==> config.mk <==
export PLATFORM = sky130hd
export DESIGN_NAME = reservoir_sampler_unit
export DESIGN_NICKNAME = d
export VERILOG_FILES = /design/src/hdl/rs_pkg.sv /design/src/hdl/rs_ram.sv /design/src/hdl/rs_rng.sv /design/src/hdl/reservoir_sampler_unit.sv
export SDC_FILE = /design/constraint.sdc
export NUM_CORES = 2
export LEC_CHECK = 0
export BUFFER_PORTS_ARGS = -buffer_cell sky130_fd_sc_hd__buf_2
export CAP_MARGIN = 15
export CORE_UTILIZATION = 64
export DETAILED_ROUTE_END_ITERATION = 8
export MAX_ROUTING_LAYER = met4
export PLACE_DENSITY = 0.88
export SKIP_LAST_GASP = 1
export SYNTH_ARGS = -nofsm -noshare
export SYNTH_HDL_FRONTEND = slang
export SYNTH_SLANG_ARGS = --single-unit
==> constraint.sdc <==
create_clock -name clk -period 9.4 [get_ports clk]
set_clock_uncertainty 0.05 [all_clocks]
set_input_delay 0.94 -clock clk [delete_from_list [all_inputs] [get_ports clk]]
set_output_delay 0.94 -clock clk [all_outputs]
set_load 0.03 [all_outputs]
==> src/hdl/rs_pkg.sv <==
// Shared types and constants for the reservoir sampler.
package rs_pkg;

	localparam int SLOT_COUNT_DEF = 64;
	localparam int DATA_WIDTH_DEF = 32;

	// fixed field widths of the ports
	localparam int WORD_W  = 32;
	localparam int SIZE_W  = 7;
	localparam int INDEX_W = 6;

	// Galois LFSR, x^32+x^22+x^2+x+1, right shifting
	localparam logic [WORD_W-1:0] LFSR_SEED = 32'hACE1_135F;
	localparam logic [WORD_W-1:0] LFSR_TAPS = 32'h8020_0003;

	typedef enum logic {
		CMD_OFFER = 1'b0,
		CMD_READ  = 1'b1
	} cmd_t;

	// draw pair handed from the random source to the pipeline
	typedef struct packed {
		logic [WORD_W-1:0] r1;
		logic [WORD_W-1:0] r2;
	} draw_t;

endpackage

==> src/hdl/rs_ram.sv <==
// Generic simple dual-port RAM, one write port, one registered read port.
module rs_ram import rs_pkg::*; #(
	parameter int WIDTH = DATA_WIDTH_DEF,
	parameter int DEPTH = SLOT_COUNT_DEF
) (
	input  logic                     clk,
	input  logic                     we,
	input  logic [$clog2(DEPTH)-1:0] waddr,
	input  logic [WIDTH-1:0]         wdata,
	input  logic                     re,
	input  logic [$clog2(DEPTH)-1:0] raddr,
	output logic [WIDTH-1:0]         rdata
);

	logic [WIDTH-1:0] mem [DEPTH];

	always_ff @(posedge clk) begin
		if (we) begin
			mem[waddr] <= wdata;
		end
		if (re) begin
			rdata <= mem[raddr];
		end
	end

endmodule

==> src/hdl/rs_rng.sv <==
// LFSR random source: two advances per offered word.
module rs_rng import rs_pkg::*; (
	input  logic  clk,
	input  logic  arst_n,
	input  logic  step,
	output draw_t draw
);

	logic [WORD_W-1:0] lfsr_q;

	function automatic logic [WORD_W-1:0] advance(input logic [WORD_W-1:0] s);
		logic [WORD_W-1:0] n;
		n = s >> 1;
		if (s[0]) begin
			n = n ^ LFSR_TAPS;
		end
		return n;
	endfunction

	always_comb begin
		draw.r1 = advance(lfsr_q);
		draw.r2 = advance(draw.r1);
	end

	always_ff @(posedge clk or negedge arst_n) begin
		if (!arst_n) begin
			lfsr_q <= LFSR_SEED;
		end else if (step) begin
			lfsr_q <= draw.r2;
		end
	end

endmodule

==> src/hdl/reservoir_sampler_unit.sv <==
// Reservoir sampler top level: Algorithm R over a slot RAM.
// Three register stages (multiply, RAM access, output) lie between input accept
// and result valid.
// Throughput: one word per cycle while out_ready holds; the slot RAM takes at most one write or one read per word.
// Counters and LFSR update at accept; replacement decision and slot write as the word leaves stage 2.
// Reset (arst_n low, async): counts cleared, LFSR seeded, size = min(64, SLOT_COUNT).
// Slot RAM contents are not reset; no clearing pass.
module reservoir_sampler_unit import rs_pkg::*; #(
	parameter int SLOT_COUNT = SLOT_COUNT_DEF,
	parameter int DATA_WIDTH = DATA_WIDTH_DEF
) (
	input  logic               clk,
	input  logic               arst_n,
	// config write channel
	input  logic               cfg_valid,
	output logic               cfg_ready,
	input  logic [SIZE_W-1:0]  reservoir_size,
	// input channel
	input  logic               in_valid,
	output logic               in_ready,
	input  logic               command,
	input  logic [WORD_W-1:0]  datum,
	input  logic [INDEX_W-1:0] read_index,
	// result channel
	output logic               out_valid,
	input  logic               out_ready,
	output logic               stored,
	output logic [INDEX_W-1:0] slot,
	output logic [WORD_W-1:0]  read_data,
	output logic [SIZE_W-1:0]  fill_level,
	output logic [WORD_W-1:0]  items_seen
);

	localparam int AW = $clog2(SLOT_COUNT);
	localparam int DW = DATA_WIDTH;
	localparam int SIZE_LIM  = (1 << SIZE_W) - 1;
	localparam int SIZE_MAXI = (SLOT_COUNT > SIZE_LIM) ? SIZE_LIM : SLOT_COUNT;
	localparam logic [SIZE_W-1:0] SIZE_MAX = SIZE_W'(SIZE_MAXI);
	localparam logic [SIZE_W-1:0] SIZE_RST = SIZE_W'((SIZE_MAXI < 64) ? SIZE_MAXI : 64);
	localparam logic [WORD_W-1:0] SLOTS_W  = WORD_W'(SLOT_COUNT);

	// ---------------- config: size is stored already clamped ----------------
	logic [SIZE_W-1:0] size_q;

	assign cfg_ready = 1'b1;

	always_ff @(posedge clk or negedge arst_n) begin
		if (!arst_n) begin
			size_q <= SIZE_RST;
		end else if (cfg_valid) begin
			if (reservoir_size == '0) begin
				size_q <= SIZE_W'(1);
			end else if (reservoir_size > SIZE_MAX) begin
				size_q <= SIZE_MAX;
			end else begin
				size_q <= reservoir_size;
			end
		end
	end

	// ---------------- stage flow: each stage moves when the next frees ----------------
	logic v_s1, v_s2, v_s3;
	logic en1, en2, en3;
	logic accept, offer0;

	assign en3      = !v_s3 || out_ready;
	assign en2      = !v_s2 || en3;
	assign en1      = !v_s1 || en2;
	assign in_ready = en1;
	assign accept   = in_valid && in_ready;
	assign offer0   = accept && (command == CMD_OFFER);

	// ---------------- stage 0: counters and random draws ----------------
	// Fill and seen counts live in flops and update at accept, so a word
	// behind never waits on one ahead of it.
	logic [SIZE_W-1:0] fill_q;
	logic [WORD_W-1:0] seen_q;
	logic [WORD_W-1:0] seen_nxt;
	logic              append0;
	draw_t             draw;

	rs_rng u_rng (
		.clk   (clk),
		.arst_n(arst_n),
		.step  (offer0),
		.draw  (draw)
	);

	assign seen_nxt = (seen_q == '1) ? seen_q : seen_q + WORD_W'(1);
	assign append0  = fill_q < size_q;

	always_ff @(posedge clk or negedge arst_n) begin
		if (!arst_n) begin
			fill_q <= '0;
			seen_q <= '0;
		end else if (offer0) begin
			seen_q <= seen_nxt;
			if (append0) begin
				fill_q <= fill_q + SIZE_W'(1);
			end
		end
	end

	// ---------------- stage 1: probability and slot products ----------------
	logic               rd_s1, app_s1;
	logic [WORD_W-1:0]  datum_s1, seen_s1, r1_s1, r2_s1;
	logic [INDEX_W-1:0] idx_s1;
	logic [SIZE_W-1:0]  aslot_s1, size_s1, fill_s1;

	always_ff @(posedge clk or negedge arst_n) begin
		if (!arst_n) begin
			v_s1 <= 1'b0;
		end else if (en1) begin
			v_s1 <= accept;
		end
	end

	always_ff @(posedge clk) begin
		if (accept) begin
			rd_s1    <= (command == CMD_READ);
			app_s1   <= append0;
			datum_s1 <= datum;
			idx_s1   <= read_index;
			aslot_s1 <= fill_q;
			size_s1  <= size_q;
			r1_s1    <= draw.r1;
			r2_s1    <= draw.r2;
			// counts as seen after this word
			seen_s1  <= (command == CMD_OFFER) ? seen_nxt : seen_q;
			fill_s1  <= (command == CMD_OFFER && append0) ? fill_q + SIZE_W'(1) : fill_q;
		end
	end

	logic [2*WORD_W-1:0]      prod_keep;
	logic [WORD_W+SIZE_W-1:0] prod_slot;

	// r1*count < size*2^32 reduces to a compare of the upper half against size
	assign prod_keep = 64'(r1_s1) * 64'(seen_s1);
	assign prod_slot = (WORD_W+SIZE_W)'(r2_s1) * (WORD_W+SIZE_W)'(size_s1);

	// ---------------- stage 2: decision, slot write or read issue ----------------
	logic               rd_s2, app_s2;
	logic [WORD_W-1:0]  datum_s2, seen_s2, hi_s2;
	logic [INDEX_W-1:0] idx_s2;
	logic [SIZE_W-1:0]  aslot_s2, dslot_s2, size_s2, fill_s2;

	always_ff @(posedge clk or negedge arst_n) begin
		if (!arst_n) begin
			v_s2 <= 1'b0;
		end else if (en2) begin
			v_s2 <= v_s1;
		end
	end

	always_ff @(posedge clk) begin
		if (en2 && v_s1) begin
			rd_s2    <= rd_s1;
			app_s2   <= app_s1;
			datum_s2 <= datum_s1;
			idx_s2   <= idx_s1;
			aslot_s2 <= aslot_s1;
			dslot_s2 <= prod_slot[WORD_W+SIZE_W-1:WORD_W];
			size_s2  <= size_s1;
			fill_s2  <= fill_s1;
			seen_s2  <= seen_s1;
			hi_s2    <= prod_keep[2*WORD_W-1:WORD_W];
		end
	end

	logic              keep_s2, store_s2, go_s2;
	logic [SIZE_W-1:0] wslot_s2;
	logic              inrange_s2;

	assign keep_s2    = hi_s2 < WORD_W'(size_s2);
	assign store_s2   = !rd_s2 && (app_s2 || keep_s2);
	assign wslot_s2   = app_s2 ? aslot_s2 : dslot_s2;
	assign go_s2      = v_s2 && en3;
	assign inrange_s2 = WORD_W'(idx_s2) < SLOTS_W;

	// Writes and reads both happen as a word leaves stage 2, in order, so a read
	// always sees every write from words ahead of it: no forwarding needed.
	logic [AW+SIZE_W-1:0]  waddr_ext;
	logic [AW+INDEX_W-1:0] raddr_ext;
	logic [DW+WORD_W-1:0]  wdata_ext;
	logic [DW-1:0]         ram_rdata;

	assign waddr_ext = {{AW{1'b0}}, wslot_s2};
	assign raddr_ext = {{AW{1'b0}}, idx_s2};
	assign wdata_ext = {{DW{1'b0}}, datum_s2};

	rs_ram #(
		.WIDTH(DW),
		.DEPTH(SLOT_COUNT)
	) u_store (
		.clk  (clk),
		.we   (go_s2 && store_s2),
		.waddr(waddr_ext[AW-1:0]),
		.wdata(wdata_ext[DW-1:0]),
		.re   (go_s2 && rd_s2 && inrange_s2),
		.raddr(raddr_ext[AW-1:0]),
		.rdata(ram_rdata)
	);

	// ---------------- stage 3: result register ----------------
	// RAM read data holds while the result stalls, since reads fire only on advance.
	logic               rdok_s3, stored_s3;
	logic [INDEX_W-1:0] slot_s3;
	logic [SIZE_W-1:0]  fill_s3;
	logic [WORD_W-1:0]  seen_s3;
	logic [DW+WORD_W-1:0] rdata_ext;

	always_ff @(posedge clk or negedge arst_n) begin
		if (!arst_n) begin
			v_s3 <= 1'b0;
		end else if (en3) begin
			v_s3 <= v_s2;
		end
	end

	always_ff @(posedge clk) begin
		if (go_s2) begin
			rdok_s3   <= rd_s2 && inrange_s2;
			stored_s3 <= store_s2;
			slot_s3   <= store_s2 ? wslot_s2[INDEX_W-1:0] : '0;
			fill_s3   <= fill_s2;
			seen_s3   <= seen_s2;
		end
	end

	assign rdata_ext  = {{WORD_W{1'b0}}, ram_rdata};

	assign out_valid  = v_s3;
	assign stored     = stored_s3;
	assign slot       = slot_s3;
	assign read_data  = rdok_s3 ? rdata_ext[WORD_W-1:0] : '0;
	assign fill_level = fill_s3;
	assign items_seen = seen_s3;

endmodule
==> results.toml <==
[status]
status = "completed"

[setup_path]
cp.required_ps = 10010
startpoint_type = "register"
crit_arrival_ps = 9420
worstSetupPathType = "reg2reg"
endpoint_kind = "register"
cp_slowest_stage_delay_ps = 920
cpMostUsedCell = "fa_1"
cp_top_family = "adder cells"
crit_buf_inv = 5
cp_cell_sequence = "buf_4 > and2_1 > fa_1 > fa_1 > fa_1 > inv_1 > fa_1 > inv_1 > fa_1 > fa_1 > fa_1 > fa_1 > ha_1 > a21oi_1 > nor2_1 > nor3_1 > nand4_1 > buf_4 > o2111ai_1 > a21oi_1 > a211oi_1 > buf_4 > o31ai_1 > xor2_1"
path_max_fanout = 17
cpMaxStageDelayCell = "edfxtp_1"

[logic_synthesis]
synth_cell_types = 73
synthArstFlopShare = 0.0329
syn_area_sq_um = 131000
yosysWarnings = 0
netlist_instances = 8198
synth-seq-area-share = 0.561
synth_area_per_cell_sq_um = 16.0
synth_edf_count = 2384
synth_area_leaders = "edfxtp_1, fa_1, mux4_2"
syn-num-nets = 9618
synthFlopType = "edfxtp_1"
synthTopCellsByCount = "edfxtp_1, fa_1, inv_1"
ys_seq_elements = 2465
yosys.area.top_type = "edfxtp_1"
yosysMostFrequentCell = "edfxtp_1"
yosys.area.top_type_share = 0.545

[flow_run]
cap_viol_max_count = 0

[route]
wl_met3_mm = 53.3
avgViaCountPerCell = 7.05
wl_mm = 425
drt_iter0_drc = 12500
detail_route.first_pass.iterations = 7
wl_per_cell_um = 37.7
route.met2.wl_mm = 201
vias = 79600
wl_met1_mm = 130
top_layer = "met4"
ant_nets = 0
remaining_drc_errors = 0

[placed_design]
port_buffers = 130
dp_slack_ps = 804
post-dp-hpwl_mm = 247
routabilityCongestion = 1.09

[power_and_ir_drop]
power_uw = 54300
peakVddDrop_mv = 0.979
power.leakage_uw = 0.0538
power.density_nw_per_um2 = 377

[timing]
min_period_over_period = 0.938
maxSlewViolCount = 0
hold_ws_ps = 150
tns_ps = 0
hold_viol_final = 0
fin_crit_ps = 8810
max_freq_mhz = 113
setup_viol = 0
rsz0062_at_grt = "false"
layout_setup_ws_ps = 586
slew_headroom = 0.113
tightest_slew_ps = 1330

[die]
start_util = 0.647
fp-row-count = 165
core-area_sq_um = 203000
boundaryPins = 132
die_h_um = 455
die_x_um = 455
die-area_sq_um = 207000

[global_routing]
antenna_found_initial = 46
grt_usage = 0.438
overflow = 0
grt_pass1_wl_mm = 609
grt_pass1_vias = 82600
grt_max_degree = 150

[final_layout]
drive_gt1_frac = 0.174
finalNetCount = 9787
syn2layout_area_growth_pct = 9.65

[clocking]
path_clk_slew_ps = 70
clock-sinks = 2465
cts-root-buf = "clkbuf_16"
clock_path_buffers = 3
htree_levels = 4
cts_tree = "yes"
clk_latency_ps = 920
cts_buffers = 228

[hold_path]
hold_class = "in2reg"
metal layers:
layer  track usage  up-vias
met5             -        -
met4         0.331        0
met3         0.130     2175
met2         0.661     8051
met1         0.495    40100
li1              -    29200
timing repair:
item,in CTS,in global routing
hold endpoints to repair,5,0
setup buffers,0,0
gates resized for setup,0,0
endpoints found under the setup margin,0,0
hold buffers,1,0
state kept, by name (all words and copies together) (netlist names), 7 cells and up:
signal,count
fill_level,7
seen_s1,32
datum_s2,32
r1_s1,31
items_seen,32
hi_s2,32
seen_q,32
u_store.mem,2048
datum_s1,32
fill_q,7
size_s2,7
fill_s1,7
u_rng.lfsr_q,32
size_s1,7
fill_s2,7
size_q,7
seen_s2,32
u_store.rdata,32
placed cells by master (no fill, tap or decap), types with 63 or more instances in the layout:
master	n
clkbuf_16	229
nor2_1	76
mux4_2	662
dfrtp_1	63
edfxtp_1	2384
buf_2	129
a21oi_1	100
inv_1	1001
xnor2_1	73
fa_1	1042
ha_1	327
and2_1	685
buf_4	236
nand2_1	799
through the flow:
stage / cell area (sq um) / cells / util
2_1_floorplan: 131000 / 8198 / -
6_report: 144000 / 11300 / 0.709
3_3_place_gp: 136000 / 10800 / 0.670
4_1_cts: 144000 / 11200 / 0.709
5_1_grt: 144000 / 11300 / 0.709
3_5_place_dp: 136000 / 10800 / 0.670
report_power, final:
group          switching (uW)  total, uW  internal (uW)
Sequential                348      13500          13100
Clock                    4650      10100           5480
Combinational           19400      30700          11300
Total                   24400      54300          29900
layout make-up:
type                            instances  area [sq um]
Multi-Input combinational cell       4290         52500
Tap cell                             2672          3340
Sequential cell                      2465         73600
Clock inverter                        141          1810
Fill cell                           11500         59000
Clock buffer                          288          6060
Antenna cell                           45           113
Inverter                             1004          3770
Timing Repair Buffer                  378          2670
path summary, 6_finish.rpt:
check,start,depth (start not counted),slack [ps],end
worst max-delay path,seen_s1[7]$_DFFE_PP_,24,590,hi_s2[24]$_DFFE_PP_
worst min-delay path,datum[20],1,150,datum_s1[20]$_DFFE_PP_
worst max register to register,seen_s1[7]$_DFFE_PP_,24,590,hi_s2[24]$_DFFE_PP_
worst min register to register,aslot_s1[2]$_DFFE_PP_,0,320,aslot_s2[2]$_DFFE_PP_
max in group asynchronous,arst_n,3,7620,seen_q[28]$_DFFE_PN0P_
min in group asynchronous,arst_n,2,490,u_rng.lfsr_q[7]$_DFFE_PN0P_
kinds of logic after synthesis:
group,count (synthesis),synth area share
and+or+nand+nor,1821,0.0688
buffers and inverters,1443,0.0423
xor gates and xnor gates,124,0.00828
AOI/OAI and AO/OA,289,0.0139
adders and majority gates,1369,0.190
muxes,686,0.116
DFF,2465,0.561
other,1,0.0000286
(Power assumes the default switching activity.)
